**src/rtl/fpr_pkg.sv**
```systemverilog
`timescale 1ns / 1ps
package fpr_pkg;

  // Frame marker bytes
  localparam logic [7:0] SYNC_BYTE    = 8'hCD;
  localparam logic [7:0] TYPE_WRITE   = 8'hAB;
  localparam logic [7:0] TYPE_END     = 8'hAE;
  localparam logic [7:0] TYPE_UPGRADE = 8'hA5;

  // CRC-16/UMTS: polynomial 0x8005, initial value zero, no reflection
  localparam logic [15:0] CRC_POLY = 16'h8005;
  localparam logic [15:0] CRC_INIT = 16'h0000;

  localparam int unsigned MAX_PAYLOAD = 1024;
  localparam int unsigned RESV_BYTES  = 4;

  // Configuration register indexes
  localparam logic [1:0] CFG_IDX_WRITE   = 2'd0;
  localparam logic [1:0] CFG_IDX_END     = 2'd1;
  localparam logic [1:0] CFG_IDX_UPGRADE = 2'd2;

  typedef enum logic [1:0] {
    KIND_DATA = 2'd0,
    KIND_GOOD = 2'd1,
    KIND_BAD  = 2'd2,
    KIND_LONG = 2'd3
  } kind_e;

  typedef enum logic [1:0] {
    OP_WRITE   = 2'd0,
    OP_END     = 2'd1,
    OP_UPGRADE = 2'd2
  } cmd_e;

  typedef struct packed {
    logic [15:0] write_code;
    logic [15:0] end_code;
    logic [15:0] upgrade_code;
  } cfg_codes_t;

  typedef struct packed {
    logic        valid;
    kind_e       kind;
    logic [7:0]  data_byte;
    cmd_e        command;
    logic [15:0] frame_length;
    logic        last;
  } result_t;

  // One byte through the CRC register, MSB first
  function automatic logic [15:0] crc16_byte(logic [15:0] crc, logic [7:0] b);
    logic [15:0] c;
    c = crc ^ {b, 8'h00};
    for (int k = 0; k < 8; k++) begin
      c = c[15] ? ({c[14:0], 1'b0} ^ CRC_POLY) : {c[14:0], 1'b0};
    end
    return c;
  endfunction

endpackage

```
**src/rtl/fpr_parser.sv**
```systemverilog
`timescale 1ns / 1ps
module fpr_parser import fpr_pkg::*; #(
  parameter int unsigned MaxPayload = MAX_PAYLOAD
) (
  input  logic       clk_i,
  input  logic       rst_ni,
  input  logic       step_i,
  input  logic [7:0] byte_i,
  input  cfg_codes_t codes_i,
  output result_t    result_o
);

  localparam logic [2:0] PH_HUNT    = 3'd0;
  localparam logic [2:0] PH_TYPE    = 3'd1;
  localparam logic [2:0] PH_LEN_LO  = 3'd2;
  localparam logic [2:0] PH_LEN_HI  = 3'd3;
  localparam logic [2:0] PH_PAYLOAD = 3'd4;
  localparam logic [2:0] PH_RESV    = 3'd5;
  localparam logic [2:0] PH_CRC_LO  = 3'd6;
  localparam logic [2:0] PH_CRC_HI  = 3'd7;

  // Counter covers the payload length and the reserved-byte count
  localparam int unsigned CntW = ($clog2(MaxPayload + 1) > 3) ?
                                 $clog2(MaxPayload + 1) : 3;

  logic [2:0]      phase_q, phase_d;
  cmd_e            frame_type_q, frame_type_d;
  logic [15:0]     length_q, length_d;
  logic [CntW-1:0] count_q, count_d;
  logic [15:0]     crc_q, crc_d;
  logic [7:0]      crc_lo_q, crc_lo_d;
  logic [CntW-1:0] cnt_inc;
  logic [15:0]     code;

  assign cnt_inc = count_q + 1'b1;

  always_comb begin
    phase_d      = phase_q;
    frame_type_d = frame_type_q;
    length_d     = length_q;
    count_d      = count_q;
    crc_d        = crc_q;
    crc_lo_d     = crc_lo_q;
    code         = codes_i.write_code;
    result_o     = '0;
    case (phase_q)
      PH_HUNT: begin
        if (byte_i == SYNC_BYTE) phase_d = PH_TYPE;
      end
      PH_TYPE: begin
        if (byte_i == TYPE_WRITE || byte_i == TYPE_END || byte_i == TYPE_UPGRADE) begin
          if (byte_i == TYPE_END) begin
            frame_type_d = OP_END;
            code         = codes_i.end_code;
          end else if (byte_i == TYPE_UPGRADE) begin
            frame_type_d = OP_UPGRADE;
            code         = codes_i.upgrade_code;
          end else begin
            frame_type_d = OP_WRITE;
          end
          crc_d    = crc16_byte(crc16_byte(CRC_INIT, code[7:0]), code[15:8]);
          length_d = '0;
          count_d  = '0;
          phase_d  = PH_LEN_LO;
        end else begin
          // re-examine a bad type byte as a sync byte
          phase_d = (byte_i == SYNC_BYTE) ? PH_TYPE : PH_HUNT;
        end
      end
      PH_LEN_LO: begin
        length_d = {8'h00, byte_i};
        crc_d    = crc16_byte(crc_q, byte_i);
        phase_d  = PH_LEN_HI;
      end
      PH_LEN_HI: begin
        length_d = {byte_i, length_q[7:0]};
        crc_d    = crc16_byte(crc_q, byte_i);
        count_d  = '0;
        if (length_d > 16'(MaxPayload)) begin
          result_o.valid = 1'b1;
          result_o.kind  = KIND_LONG;
          result_o.last  = 1'b1;
          phase_d        = PH_HUNT;
        end else begin
          phase_d = (length_d == '0) ? PH_RESV : PH_PAYLOAD;
        end
      end
      PH_PAYLOAD: begin
        crc_d              = crc16_byte(crc_q, byte_i);
        result_o.valid     = 1'b1;
        result_o.kind      = KIND_DATA;
        result_o.data_byte = byte_i;
        count_d            = cnt_inc;
        if (16'(cnt_inc) >= length_q) begin
          count_d = '0;
          phase_d = PH_RESV;
        end
      end
      PH_RESV: begin
        count_d = cnt_inc;
        if (cnt_inc >= CntW'(RESV_BYTES)) begin
          count_d = '0;
          phase_d = PH_CRC_LO;
        end
      end
      PH_CRC_LO: begin
        crc_lo_d = byte_i;
        phase_d  = PH_CRC_HI;
      end
      PH_CRC_HI: begin
        result_o.valid = 1'b1;
        result_o.kind  = ({byte_i, crc_lo_q} == crc_q) ? KIND_GOOD : KIND_BAD;
        result_o.last  = 1'b1;
        phase_d        = PH_HUNT;
      end
      default: begin
        phase_d = PH_HUNT;
      end
    endcase
    result_o.command      = frame_type_q;
    result_o.frame_length = length_d;
  end

  always_ff @(posedge clk_i or negedge rst_ni) begin
    if (!rst_ni) begin
      phase_q      <= PH_HUNT;
      frame_type_q <= OP_WRITE;
      length_q     <= '0;
      count_q      <= '0;
      crc_q        <= '0;
      crc_lo_q     <= '0;
    end else if (step_i) begin
      phase_q      <= phase_d;
      frame_type_q <= frame_type_d;
      length_q     <= length_d;
      count_q      <= count_d;
      crc_q        <= crc_d;
      crc_lo_q     <= crc_lo_d;
    end
  end

endmodule

```
**src/rtl/framed_packet_receiver_crc16.sv**
```systemverilog
`timescale 1ns / 1ps
// Framed packet receiver with CRC-16/UMTS check. Received bytes enter one per
// transfer; the block hunts for sync byte 0xCD and a type byte (0xAB write,
// 0xAE end, 0xA5 upgrade), then reads a little-endian length, the payload,
// four reserved bytes and a little-endian CRC. Each payload byte leaves as a
// result of kind 0; the frame is closed by one status result with last set:
// kind 1 frame good, kind 2 CRC mismatch, kind 3 length above MaxPayload
// (1024 by default; the block then hunts for sync again). The CRC covers the
// configured command word, the length and the payload. Throughput is one byte
// per clock cycle, sustained, with both sides free to stall. Each byte is first
// held in the input register; once the output register is free or draining,
// the frame state machine and its 8-bit CRC XOR network load any result that
// it yields into the output register. Write the command word registers only
// while no frame is in flight; a frame samples its word when its type byte is
// processed.
module framed_packet_receiver_crc16 import fpr_pkg::*; #(
  parameter int unsigned MaxPayload = MAX_PAYLOAD
) (
  input  logic        clk_i,
  input  logic        rst_ni,
  // received bytes
  input  logic        in_valid_i,
  output logic        in_ready_o,
  input  logic [7:0]  rx_byte_i,
  // results
  output logic        out_valid_o,
  input  logic        out_ready_i,
  output logic [1:0]  kind_o,
  output logic [7:0]  data_byte_o,
  output logic [1:0]  command_o,
  output logic [15:0] frame_length_o,
  output logic        last_o,
  // configuration writes
  input  logic        cfg_we_i,
  input  logic [1:0]  cfg_index_i,
  input  logic [15:0] cfg_data_i
);

  logic       in_valid_q;
  logic [7:0] in_byte_q;
  logic       advance;
  cfg_codes_t codes_q;
  result_t    result;
  result_t    out_q;

  // Process the held byte whenever the output register is free or draining
  assign advance    = in_valid_q && (!out_q.valid || out_ready_i);
  assign in_ready_o = !in_valid_q || advance;

  // Input register
  always_ff @(posedge clk_i or negedge rst_ni) begin
    if (!rst_ni) begin
      in_valid_q <= 1'b0;
    end else if (in_ready_o) begin
      in_valid_q <= in_valid_i;
    end
  end

  always_ff @(posedge clk_i) begin
    if (in_valid_i && in_ready_o) begin
      in_byte_q <= rx_byte_i;
    end
  end

  // Command word registers; an index beyond the list is dropped
  always_ff @(posedge clk_i or negedge rst_ni) begin
    if (!rst_ni) begin
      codes_q.write_code   <= 16'd0;
      codes_q.end_code     <= 16'd1;
      codes_q.upgrade_code <= 16'd2;
    end else if (cfg_we_i) begin
      case (cfg_index_i)
        CFG_IDX_WRITE:   codes_q.write_code   <= cfg_data_i;
        CFG_IDX_END:     codes_q.end_code     <= cfg_data_i;
        CFG_IDX_UPGRADE: codes_q.upgrade_code <= cfg_data_i;
        default: begin
        end
      endcase
    end
  end

  fpr_parser #(
    .MaxPayload (MaxPayload)
  ) u_parser (
    .clk_i    (clk_i),
    .rst_ni   (rst_ni),
    .step_i   (advance),
    .byte_i   (in_byte_q),
    .codes_i  (codes_q),
    .result_o (result)
  );

  // Output register: load a new result, or clear once the transfer is taken
  always_ff @(posedge clk_i or negedge rst_ni) begin
    if (!rst_ni) begin
      out_q <= '0;
    end else if (advance && result.valid) begin
      out_q <= result;
    end else if (out_ready_i) begin
      out_q.valid <= 1'b0;
    end
  end

  assign out_valid_o    = out_q.valid;
  assign kind_o         = out_q.kind;
  assign data_byte_o    = out_q.data_byte;
  assign command_o      = out_q.command;
  assign frame_length_o = out_q.frame_length;
  assign last_o         = out_q.last;

endmodule
```
**config.mk**
```make
export PLATFORM = sky130hd
export DESIGN_NAME = framed_packet_receiver_crc16
export DESIGN_NICKNAME = d
export VERILOG_FILES = /design/src/rtl/fpr_pkg.sv /design/src/rtl/fpr_parser.sv /design/src/rtl/framed_packet_receiver_crc16.sv
export SDC_FILE = /design/constraint.sdc
export NUM_CORES = 1
export LEC_CHECK = 0
export ABC_CLOCK_PERIOD_IN_PS = 8100
export BUFFER_PORTS_ARGS = -buffer_cell sky130_fd_sc_hd__clkbuf_2
export CAP_MARGIN = 20
export CELL_PAD_IN_SITES_DETAIL_PLACEMENT = 1
export CELL_PAD_IN_SITES_GLOBAL_PLACEMENT = 2
export CORE_MARGIN = 4
export CORE_UTILIZATION = 26
export DETAILED_ROUTE_END_ITERATION = 6
export PLACE_DENSITY_LB_ADDON = 0.1
export SETUP_SLACK_MARGIN = 0.5
export SYNTH_ARGS = -nofsm -noshare
export SYNTH_HDL_FRONTEND = slang
export SYNTH_SLANG_ARGS = --single-unit
export TNS_END_PERCENT = 1
```
**constraint.sdc**
```tcl
create_clock -name clk_i -period 8.1 [get_ports clk_i]
set_clock_uncertainty 0.05 [all_clocks]
set_input_delay 0.81 -clock clk_i [delete_from_list [all_inputs] [get_ports clk_i]]
set_output_delay 0.81 -clock clk_i [all_outputs]
set_load 0.02 [all_outputs]
```
==> reports/qor.csv, run 1 <==
metric,value,unit
Synth top area share,0.450,
sum of met3 wire segment lengths after detailed routing,456,um
TritonCTS Buffers,17,
largest fanout on the critical path,16,
fraction of layout cells with a size suffix above 1,0.227,
worst setup path start,in_byte_q[3],
clock-pin slew reported for the worst setup and hold paths after clock tree synthesis,0.07,ns
count of hold buffers inserted by post-cts repair,0,
multiplexer share of the synthesized area,0.0938,
flip-flop cell with the highest count after synthesis,sky130_fd_sc_hd__dfrtp_1,
startpoint of the worst register-to-register path,in_byte_q[3],
number of cells on the worst reg-to-reg path,10,
number of flops mapped to enable cells by yosys,8,
number of port buffers,61,
run status,completed,
first-pass GRT wire length,35.6,mm
GP Congestion,0.760,
sink count of the clock tree,143,
Worst-Margin Slew,0.936,ns
main combinational cell family by area after synthesis,compound AO/OA/AOI/OAI gates,
Critical Path Source Type,register,
"Setup Fix Bufs, Post-CTS",0,
Setup TNS,0,ns
half-perimeter wire length after placement,16.0,mm
per-cell via count in the routed design,4.81,
worst setup slack after layout,4.27,ns
worst slack after detailed placement,4.24,ns
total die area,31200,sq um
leakage dissipation,3.82,nW
area of the core,27900,sq um
layout net count,796,
fraction of the mapped netlist area in adder cells,0.0271,
synthesis-to-finish area growth,16.5,%
Max Slew Vio Count,0,
filler-free cell count of the finished design,1140,
number of global-route vias before repair,6210,
Synth Area in Compound Gates,0.153,
met1 routed wirelength after detailed routing,9.55,mm
post-synth net total,751,
drt first-iter violations,237,
count of boundary I/O pins,62,
antenna violations before repair,0,
Setup crit end kind,register,
wire length after detailed routing,22.0,mm
overall power after layout,2.43,mW
number of nets with antenna violations after detailed routing,0,
clock root buffer,sky130_fd_sc_hd__clkbuf_16,
top routing layer in use,met4,
Yosys Warn Count,0,
starting density of the core,0.265,
cells taking the most area after synthesis,"sky130_fd_sc_hd__dfrtp_1 (45%), sky130_fd_sc_hd__mux2_2 (8.7%), sky130_fd_sc_hd__nand2_1 (4.7%), sky130_fd_sc_hd__o21ai_0 (3.7%), sky130_fd_sc_hd__xnor2_1 (3.7%)",
count of filler cells inserted in the layout,3191,
highest clock frequency the design can meet,261,MHz
setup repair after global routing missed its margin,no,
clock latency of the later-clocked register in the worst-skew pair,0.43,ns
final count of hold timing violations,0,
shortest clock period the worst path allows after layout,3.83,ns
routed via count,5479,
post-synth cell types,64,
max_cap viols,0,
overall track demand over capacity in global routing,0.147,
Placed Cells incl. Taps,1106,
crit share post-route,0.472,
pin count of the biggest net entering global routing,77,
"area leader, netlist",sky130_fd_sc_hd__dfrtp_1,
"post-synthesis share of cell area spent on and, or, nand and nor gates",0.127,
synthesized instance count,704,
detailed route wirelength on metal2,11.6,mm
Initial DRT Pass Iterations,4,
# diodes,0,
headroom to the max-slew limit,0.375,
critical path data arrival time,4.04,ns
required time worst endpoint,8.32,ns
IR Drop Worst-Case VDD,0.000153,V
mean cell area of the mapped netlist,10.5,sq um
"FFs w/ async S/R, synth",0.944,
power density normalized to cell area,282,nW/um^2
fraction of the yosys area taken by sequential cells,0.490,
post-cts sizing count,0,
XOR/XNOR Fraction of Synth Area,0.0691,
class of the tightest hold or removal check,input port to async pin,
TritonCTS clock tree,done,
total of endpoints with negative setup slack in the final report,0,
Die Span Y,177,um
worst reg2reg endpoint,u_parser.crc_q[0],
worst reg2reg setup slack,4.27,ns
post-route DRC violation count,0,
GRT Residual Overflow,0,
type of the setup path with the least slack,register to register,
post-detailed-route wirelength per cell,19.3,um
H-tree levels,4,
count of standard-cell rows,61,
post-synthesis instance area,7390,sq um
Die W,177,um
Yosys reg bits,143,
CTS Buffer Depth,2,
flip-flops by register name (all words and copies together) (netlist names):
register	count
codes_q	48
command_o	2
data_byte_o	8
frame_length_o	16
in_byte_q	8
in_valid_q	1
kind_o	2
last_o	1
out_valid_o	1
u_parser.count_q	11
u_parser.crc_lo_q	8
u_parser.crc_q	16
u_parser.frame_type_q	2
u_parser.length_q	16
u_parser.phase_q	3
layer usage:
metal  global-route usage  up-vias
met5                    0        -
met4               0.0467        0
met3               0.0231       25
met2                0.269       78
met1                0.176     2789
li1                     -     2587
per-stage QoR:
| step | hold slack (ns) | utilization | area (sq um) |
|---|---|---|---|
| after detailed placement | 0.423 | 0.287 | 8020 |
| final | 0.328 | 0.308 | 8610 |
| after floorplan | 0.419 | - | 7390 |
| after global placement | 0.414 | 0.287 | 8020 |
| after global routing | 0.398 | 0.308 | 8610 |
| after CTS | 0.369 | 0.307 | 8580 |
Yosys cell counts (11+ instances only):
cell type / number
sky130_fd_sc_hd__a22o_1: 17
sky130_fd_sc_hd__o21ai_0: 55
sky130_fd_sc_hd__inv_1: 25
sky130_fd_sc_hd__dfrtp_1: 133
sky130_fd_sc_hd__xnor2_1: 31
sky130_fd_sc_hd__o21ai_1: 11
sky130_fd_sc_hd__a21oi_1: 15
sky130_fd_sc_hd__ha_1: 16
sky130_fd_sc_hd__nand2_1: 93
sky130_fd_sc_hd__nand3_1: 18
sky130_fd_sc_hd__clkbuf_1: 24
sky130_fd_sc_hd__nor2_1: 28
sky130_fd_sc_hd__xor2_1: 22
sky130_fd_sc_hd__mux2_2: 57
sky130_fd_sc_hd__a22oi_1: 28
cell families (layout without fill, tap and decap cells):
family          count (synthesis)  in the layout
buf+inv                        66            124
fa+ha+maj                      16             16
compound gates                166            166
mux                            62             62
xor+xnor                       55             55
simple gates                  196            196
flops                         143            143
report_power, final:
| group | internal (mW) | switching (mW) | total [mW] | leakage (nW) |
|---|---|---|---|---|
| Sequential | 0.834 | 0.129 | 0.963 | 1.84 |
| Combinational | 0.343 | 0.355 | 0.699 | 1.71 |
| Clock | 0.412 | 0.357 | 0.770 | 0.271 |
| Total | 1.59 | 0.841 | 2.43 | 3.82 |
cell type report:
type,instances,area (sq um),area share
sequential,143,3620,0.420
multi-input combinational,495,3490,0.405
tap,378,473,0.0549
clock buffer,19,443,0.0514
timing repair buffer,67,374,0.0434
clock inverter,13,119,0.0138
inverter,25,93.8,0.0109
layout by cell type, fill, tap and decap left out, types with 6 or more instances in the layout:
cell	instances
sky130_fd_sc_hd__nand2b_1	7
sky130_fd_sc_hd__inv_1	25
sky130_fd_sc_hd__clkbuf_2	60
sky130_fd_sc_hd__a22oi_1	28
sky130_fd_sc_hd__dfrtp_1	133
sky130_fd_sc_hd__ha_1	16
sky130_fd_sc_hd__mux2_2	57
sky130_fd_sc_hd__o21ai_1	11
sky130_fd_sc_hd__nand3_1	18
sky130_fd_sc_hd__a21o_1	6
sky130_fd_sc_hd__a21oi_1	14
sky130_fd_sc_hd__xor2_1	22
sky130_fd_sc_hd__nand2_1	93
sky130_fd_sc_hd__nand4_1	6
sky130_fd_sc_hd__o21ai_0	55
sky130_fd_sc_hd__clkbuf_16	17
sky130_fd_sc_hd__nor2_1	28
sky130_fd_sc_hd__a22o_1	17
sky130_fd_sc_hd__edfxtp_1	8
sky130_fd_sc_hd__nor3_1	9
sky130_fd_sc_hd__xnor2_1	31
worst max-delay path, stage by stage (launching register included):
cell and delay, ns:
sky130_fd_sc_hd__edfxtp_1 0.72, sky130_fd_sc_hd__and4b_1 0.77, sky130_fd_sc_hd__a22oi_1 0.24, sky130_fd_sc_hd__nor2_1 0.26, sky130_fd_sc_hd__a21oi_1 0.08, sky130_fd_sc_hd__a211oi_2 0.28
sky130_fd_sc_hd__xnor3_1 0.46, sky130_fd_sc_hd__xnor3_2 0.42, sky130_fd_sc_hd__xnor2_1 0.15, sky130_fd_sc_hd__mux2i_1 0.16, sky130_fd_sc_hd__o21ai_1 0.08
how the worst max path moves through the flow:
stage                                to
floorplan           u_parser.phase_q[0]
global placement           command_o[0]
detailed placement         command_o[0]
CTS                   u_parser.crc_q[0]
global route          u_parser.crc_q[0]
finish                u_parser.crc_q[0]
(Power assumes the default switching activity.)
==> run 2, diff against run 1 <==
--- a/config.mk
+++ b/config.mk
@@ -5,7 +5,7 @@
 export SDC_FILE = /design/constraint.sdc
 export NUM_CORES = 1
 export LEC_CHECK = 0
-export ABC_CLOCK_PERIOD_IN_PS = 8100
+export ABC_CLOCK_PERIOD_IN_PS = 3290
 export BUFFER_PORTS_ARGS = -buffer_cell sky130_fd_sc_hd__clkbuf_2
 export CAP_MARGIN = 20
 export CELL_PAD_IN_SITES_DETAIL_PLACEMENT = 1
==> constraint.sdc (replaced) <==
create_clock -name clk_i -period 3.29 [get_ports clk_i]
set_clock_uncertainty 0.05 [all_clocks]
set_input_delay 0.329 -clock clk_i [delete_from_list [all_inputs] [get_ports clk_i]]
set_output_delay 0.329 -clock clk_i [all_outputs]
set_load 0.02 [all_outputs]
==> reports/qor.csv, run 2 (synthesis results as in run 1) <==
metric,value,unit,change
Critical Path Source Type,register,,
per-cell via count in the routed design,4.71,,-2.0%
TritonCTS clock tree,done,,
worst-path cell chain,and3_4 > and3_4 > nand3_2 > xor2_2 > inv_1 > ha_1 > o21a_1 > o21a_1 > o21ai_0 > nor3_1 > a21oi_2 > buf_4 > o2111ai_1 > o311ai_2,,
count of standard-cell rows,61,,unchanged
starting density of the core,0.265,,unchanged
Die Span Y,177,um,unchanged
number of cells on the worst reg-to-reg path,14,,+4
routed via count,5621,,+2.6%
post-route cell area,9260,sq um,+7.5%
# diodes,0,,unchanged
headroom to the max-slew limit,0.369,,-0.00606
largest stage delay on the critical path,0.37,ns,-0.40 ns
post-route DRC violation count,0,,unchanged
largest fanout on the critical path,3,,-13
class of the tightest hold or removal check,input port to register,,
"commonest non-fill, non-tap cell in the layout",sky130_fd_sc_hd__dfrtp_1,,
number of global-route vias before repair,6161,,-0.79%
Initial DRT Pass Iterations,4,,unchanged
CTS Buffer Depth,2,,unchanged
pin count of the biggest net entering global routing,75,,-2.6%
post-detailed-route wirelength per cell,18.2,um,-6.1%
slowest cell on the critical path,sky130_fd_sc_hd__dfrtp_1,,
startpoint of the most critical hold path,rx_byte_i[6],,
power density normalized to cell area,657,nW/um^2,+130%
drt first-iter violations,206,,-13%
max reg flops,48,,unchanged
TritonCTS Buffers,17,,unchanged
Worst-Margin Slew,0.944,ns,+0.00850 ns
worst reg2reg setup slack,0.40,ns,-3.87 ns
fraction of layout cells with a size suffix above 1,0.310,,+0.0830
layout net count,850,,+6.8%
GP Congestion,0.748,,-1.6%
GRT Residual Overflow,0,,unchanged
"commonest cells after routing, fill and taps aside","sky130_fd_sc_hd__dfrtp_1 (132), sky130_fd_sc_hd__nand2_1 (92), sky130_fd_sc_hd__clkbuf_2 (60), sky130_fd_sc_hd__mux2_2 (57), sky130_fd_sc_hd__o21ai_0 (55)",,
highest clock frequency the design can meet,346,MHz,+32%
clock latency of the later-clocked register in the worst-skew pair,0.42,ns,about the same
clock-pin slew reported for the worst setup and hold paths after clock tree synthesis,0.06,ns,about the same
clock root buffer,sky130_fd_sc_hd__clkbuf_16,,
synthesis-to-finish area growth,25.2,%,
overall track demand over capacity in global routing,0.145,,-0.00192
Max Slew Vio Count,0,,unchanged
count of boundary I/O pins,62,,unchanged
final count of hold timing violations,0,,unchanged
H-tree levels,4,,unchanged
Setup crit end kind,register,,
area of the core,27900,sq um,unchanged
sink count of the clock tree,143,,unchanged
IR Drop Worst-Case VDD,0.000294,V,+92%
Setup TNS,0,ns,unchanged
Cells on Worst Hold Path,1,,
setup repair after global routing missed its margin,yes,,
type of the setup path with the least slack,register to register,,
run status,completed,,
antenna violations before repair,0,,unchanged
total die area,31200,sq um,unchanged
startpoint of the worst register-to-register path,u_parser.count_q[4],,
wire length after detailed routing,21.7,mm,-1.7%
half-perimeter wire length after placement,15.9,mm,-0.91%
leakage dissipation,4.11,nW,+7.6%
Biggest register,codes_q,,
worst reg2reg endpoint,u_parser.count_q[6],,
post-place instance area,8290,sq um,+3.4%
Die W,177,um,unchanged
number of port buffers,61,,unchanged
critical path data arrival time,3.16,ns,-0.88 ns
capture endpoint of the worst hold path,in_byte_q[6],,
total of endpoints with negative setup slack in the final report,0,,unchanged
shortest clock period the worst path allows after layout,2.89,ns,-0.938 ns
crit share post-route,0.878,,+0.405
number of nets with antenna violations after detailed routing,0,,unchanged
max_cap viols,0,,unchanged
first-pass GRT wire length,35.3,mm,-0.64%
required time worst endpoint,3.56,ns,-4.76 ns
[run 2: changes by cell type in the layout (fill, tap and decap cells not counted), sizes merged]
cell	previous run	this run
buf	7	60
dlygate4sd3	0	1
clkinvlp	2	3
clkinv	4	5
bufinv	0	2
inv	32	28
[run 2: cell type report]
type                            count  area [sq um]
Multi-Input combinational cell    495          3680
Fill cell                        3178         18700
Timing Repair Buffer              121           812
Inverter                           25          93.8
Clock buffer                       19           433
Sequential cell                   143          3620
Clock inverter                     13           139
Tap cell                          378           473
[run 2: through the flow]
stage	setup WS [ns]	hold WS [ns]	power (mW)	util	instances
6_report	0.403	0.0276	6.08	0.331	1194
3_3_place_gp	0.0575	0.369	4.11	0.297	1139
5_1_grt	0.233	0.0180	6.51	0.331	1194
4_1_cts	0.425	0.0149	6.17	0.329	1191
3_5_place_dp	0.0635	0.389	4.13	0.297	1139
2_1_floorplan	0.511	-0.0166	3.61	-	704
[run 2: critical path, delay by kind of cell (launching register included)]
family,cells,cell delay [ns]
adders and majority gates,1,0.28
and+or+nand+nor,4,0.56
xor gates and xnor gates,1,0.24
DFF,1,0.37
AOI/OAI and AO/OA,6,1.03
buffers and inverters,2,0.26
[run 2: worst max-delay path by stage]
stage	start	end	slack, ns
CTS	in_byte_q[0]	u_parser.crc_q[0]	0.42
global placement	u_parser.count_q[1]	u_parser.count_q[6]	0.06
detailed placement	u_parser.count_q[1]	u_parser.count_q[6]	0.06
finish	u_parser.count_q[4]	u_parser.count_q[6]	0.40
floorplan	u_parser.count_q[2]	u_parser.count_q[6]	0.51
global route	in_byte_q[1]	u_parser.crc_q[15]	0.23
[run 2: layer usage]
layer	GRT usage	wire, um	vias up
li1	-	-	2702
met1	0.181	9520	2840
met2	0.262	11500	67
met3	0.0255	501	12
met4	0.0319	191	0
met5	0	0	-
[run 2: power breakdown]
part / switching, mW / leakage, nW / internal, mW
registers: 0.249 / 1.84 / 2.05
logic: 0.926 / 1.99 / 0.932
clock network: 0.798 / 0.274 / 1.12
total: 1.97 / 4.11 / 4.11
[run 2: what timing repair did]
item,CTS,global route
resized for setup,37,6
buffers inserted,18,3
hold buffers,1,0
pin swaps,22,3
setup endpoints to repair,52,53
hold endpoints to repair,72,0
cloned,1,0
==> run 3, diff against run 2 <==
--- a/config.mk
+++ b/config.mk
@@ -5,6 +5,7 @@
 export SDC_FILE = /design/constraint.sdc
 export NUM_CORES = 1
 export LEC_CHECK = 0
+export ABC_AREA = 1
 export ABC_CLOCK_PERIOD_IN_PS = 3290
 export BUFFER_PORTS_ARGS = -buffer_cell sky130_fd_sc_hd__clkbuf_2
 export CAP_MARGIN = 20
==> reports/qor.csv, run 3 <==
metric,value,unit,change
number of buffers and inverters on the critical path,2,,unchanged
"commonest cells after routing, fill and taps aside","sky130_fd_sc_hd__nand2_1 (265), sky130_fd_sc_hd__dfrtp_1 (133), sky130_fd_sc_hd__o21ai_0 (99), sky130_fd_sc_hd__inv_1 (95), sky130_fd_sc_hd__clkbuf_2 (60)",,
startpoint of the worst register-to-register path,in_byte_q[6],,
slowest cell on the critical path,sky130_fd_sc_hd__edfxtp_1,,
overall track demand over capacity in global routing,0.155,,+0.0101
Critical Path Source Type,register,,
drt first-iter violations,348,,+69%
per-cell via count in the routed design,4.48,,-4.8%
TritonCTS clock tree,done,,
total die area,32300,sq um,+3.6%
"area leader, netlist",sky130_fd_sc_hd__dfrtp_1,,
GP Congestion,0.774,,+3.6%
half-perimeter wire length after placement,18.2,mm,+15%
routed via count,6458,,+15%
max reg flops,48,,unchanged
post-detailed-route wirelength per cell,17.1,um,-5.6%
post-synth net total,990,,+32%
worst-path cell chain,buf_4 > xnor2_1 > ha_1 > xnor2_1 > xor2_1 > xnor2_1 > xor2_1 > nor2_1 > o21ai_0 > inv_1 > a21oi_2,,
number of nets with antenna violations after detailed routing,0,,unchanged
Die W,180,um,+1.8%
count of standard-cell rows,62,,+1.6%
power density normalized to cell area,754,nW/um^2,+15%
top cells by instance count after synthesis,"sky130_fd_sc_hd__nand2_1 (269), sky130_fd_sc_hd__dfrtp_1 (133), sky130_fd_sc_hd__o21ai_0 (102)",,
fraction of layout cells with a size suffix above 1,0.225,,-0.0849
overall power after layout,7.12,mW,+17%
# diodes,0,,unchanged
area of the core,28900,sq um,+3.6%
final count of hold timing violations,0,,unchanged
total of endpoints with negative setup slack in the final report,0,,unchanged
sink count of the clock tree,143,,unchanged
type of the setup path with the least slack,register to register,,
clock root buffer,sky130_fd_sc_hd__clkbuf_16,,
H-tree levels,4,,unchanged
number of cells on the worst reg-to-reg path,11,,-3
class of the tightest hold or removal check,input port to register,,
"FFs w/ async S/R, synth",0.944,,unchanged
IR Drop Worst-Case VDD,0.000349,V,+19%
leakage dissipation,4.70,nW,+15%
worst reg2reg setup slack,0.58,ns,+0.18 ns
post-route DRC violation count,0,,unchanged
critical path depth in cells,11,,-3
layout net count,1091,,+28%
family with the most delay on the worst path,XOR/XNOR gates,,
worst setup path start,in_byte_q[6],,
number of port buffers,61,,unchanged
Die Span Y,180,um,+1.8%
post-synthesis instance area,7670,sq um,+3.8%
mean cell area of the mapped netlist,8.13,sq um,-23%
Worst-Margin Slew,0.796,ns,-0.148 ns
worst reg2reg endpoint,u_parser.crc_q[15],,
synthesis-to-finish area growth,23.2,%,
CTS Buffer Depth,2,,unchanged
headroom to the max-slew limit,0.469,,+0.101
Setup crit end kind,register,,
clock latency of the later-clocked register in the worst-skew pair,0.43,ns,about the same
wire length after detailed routing,24.7,mm,+14%
Placed Cells incl. Taps,1390,,+22%
run status,completed,,
synthesized instance count,943,,+34%
fraction of the yosys area taken by sequential cells,0.472,,-0.0179
critical path's most frequent cell,sky130_fd_sc_hd__xnor2_1,,
setup repair after global routing missed its margin,yes,,
antenna violations before repair,0,,unchanged
Yosys Warn Count,0,,unchanged
cell with the most instances after synthesis,sky130_fd_sc_hd__nand2_1,,
clock-pin slew reported for the worst setup and hold paths after clock tree synthesis,0.07,ns,about the same
TritonCTS Buffers,17,,unchanged
crit share post-route,0.823,,-0.0545
Biggest register,codes_q,,
shortest clock period the worst path allows after layout,2.71,ns,-0.179 ns
capture endpoint of the worst hold path,in_byte_q[7],,
number of flops mapped to enable cells by yosys,8,,unchanged
Initial DRT Pass Iterations,4,,unchanged
"commonest non-fill, non-tap cell in the layout",sky130_fd_sc_hd__nand2_1,,
number of global-route vias before repair,6798,,+10%
Max Slew Vio Count,0,,unchanged
first-pass GRT wire length,40.1,mm,+13%
post-synth cell types,50,,-22%
max_cap viols,0,,unchanged
Cells on Worst Hold Path,1,,unchanged
cells taking the most area after synthesis,"sky130_fd_sc_hd__dfrtp_1 (43%), sky130_fd_sc_hd__nand2_1 (13%), sky130_fd_sc_hd__o21ai_0 (6.7%), sky130_fd_sc_hd__inv_1 (4.6%), sky130_fd_sc_hd__edfxtp_1 (3.1%)",,
largest stage delay on the critical path,0.46,ns,+0.09 ns
critical path data arrival time,3.02,ns,-0.14 ns
Setup TNS,0,ns,unchanged
required time worst endpoint,3.60,ns,+0.04 ns
count of boundary I/O pins,62,,unchanged
largest fanout on the critical path,3,,unchanged
highest clock frequency the design can meet,369,MHz,+6.6%
starting density of the core,0.265,,+0.000533
GRT Residual Overflow,0,,unchanged
Yosys reg bits,143,,unchanged
pin count of the biggest net entering global routing,78,,+4.0%
flip-flop cell with the highest count after synthesis,sky130_fd_sc_hd__dfrtp_1,,
startpoint of the most critical hold path,rx_byte_i[7],,
Synth top area share,0.434,,-0.0165
filler-free cell count of the finished design,1441,,+21%
## run 3: cell types whose count changed after synthesis, sizes merged, moves of 18 or more
cell / delta
nand3: +34
nand2: +197
a22oi: -28
o22ai: +18
inv: +87
nor2: +27
xnor2: -18
mux2: -58
o21ai: +53
## run 3: cell families (layout without fill, tap and decap cells)
group,count (synthesis),after routing,share of synthesized area
adder cells (fa/ha/maj),16,16,0.0261
XOR/XNOR,33,33,0.0377
AO/OA/AOI/OAI,175,175,0.125
AND/OR/NAND/NOR,430,430,0.264
flip-flops,143,143,0.472
multiplexers,1,1,0.00130
buffers and inverters,145,259,0.0740
## run 3: power breakdown
part	internal [mW]	total, mW	leakage (nW)	switching, mW
logic	0.974	2.73	2.59	1.76
registers	2.19	2.47	1.83	0.285
clock network	1.01	1.92	0.279	0.905
total	4.17	7.12	4.70	2.95
## run 3: through the flow
step / utilization / hold slack, ns / instance area, sq um / worst slack (ns)
after global routing: 0.327 / 0.0154 / 9450 / 0.333
final: 0.327 / 0.0354 / 9450 / 0.582
after detailed placement: 0.296 / 0.385 / 8580 / 0.227
after global placement: 0.296 / 0.392 / 8580 / 0.286
after floorplan: - / -0.0166 / 7670 / 0.560
after CTS: 0.322 / 0.0131 / 9300 / 0.500
## run 3: how the worst max path moves through the flow
stage                          endpoint  slack [ns]
floorplan           u_parser.count_q[0]        0.56
global placement      u_parser.crc_q[0]        0.29
detailed placement    u_parser.crc_q[0]        0.23
CTS                 u_parser.phase_q[2]        0.50
global route        u_parser.phase_q[0]        0.33
finish               u_parser.crc_q[15]        0.58
## run 3: cell type report
type	instances	area [sq um]
repair buffers	111	727
flip-flops and latches	143	3620
inverters	116	442
clock buffers	18	429
clock inverters	14	141
multi-input cells	655	3610
fillers	3495	19500
well taps	384	480
## run 3: repair_timing
item / CTS / global route
buffers inserted: 9 / 9
hold endpoints to repair: 73 / 0
setup endpoints to repair: 18 / 31
resized for setup: 15 / 17
hold buffers: 1 / 0
pin swaps: 4 / 15
cloned: 0 / 0
## run 3: per-layer routing
metal	global-route usage	routed length (um)	vias up
met1	0.239	13400	3086
li1	-	-	3275
met2	0.232	10400	83
met4	0.0280	174	0
met5	0	0	-
met3	0.0251	641	14
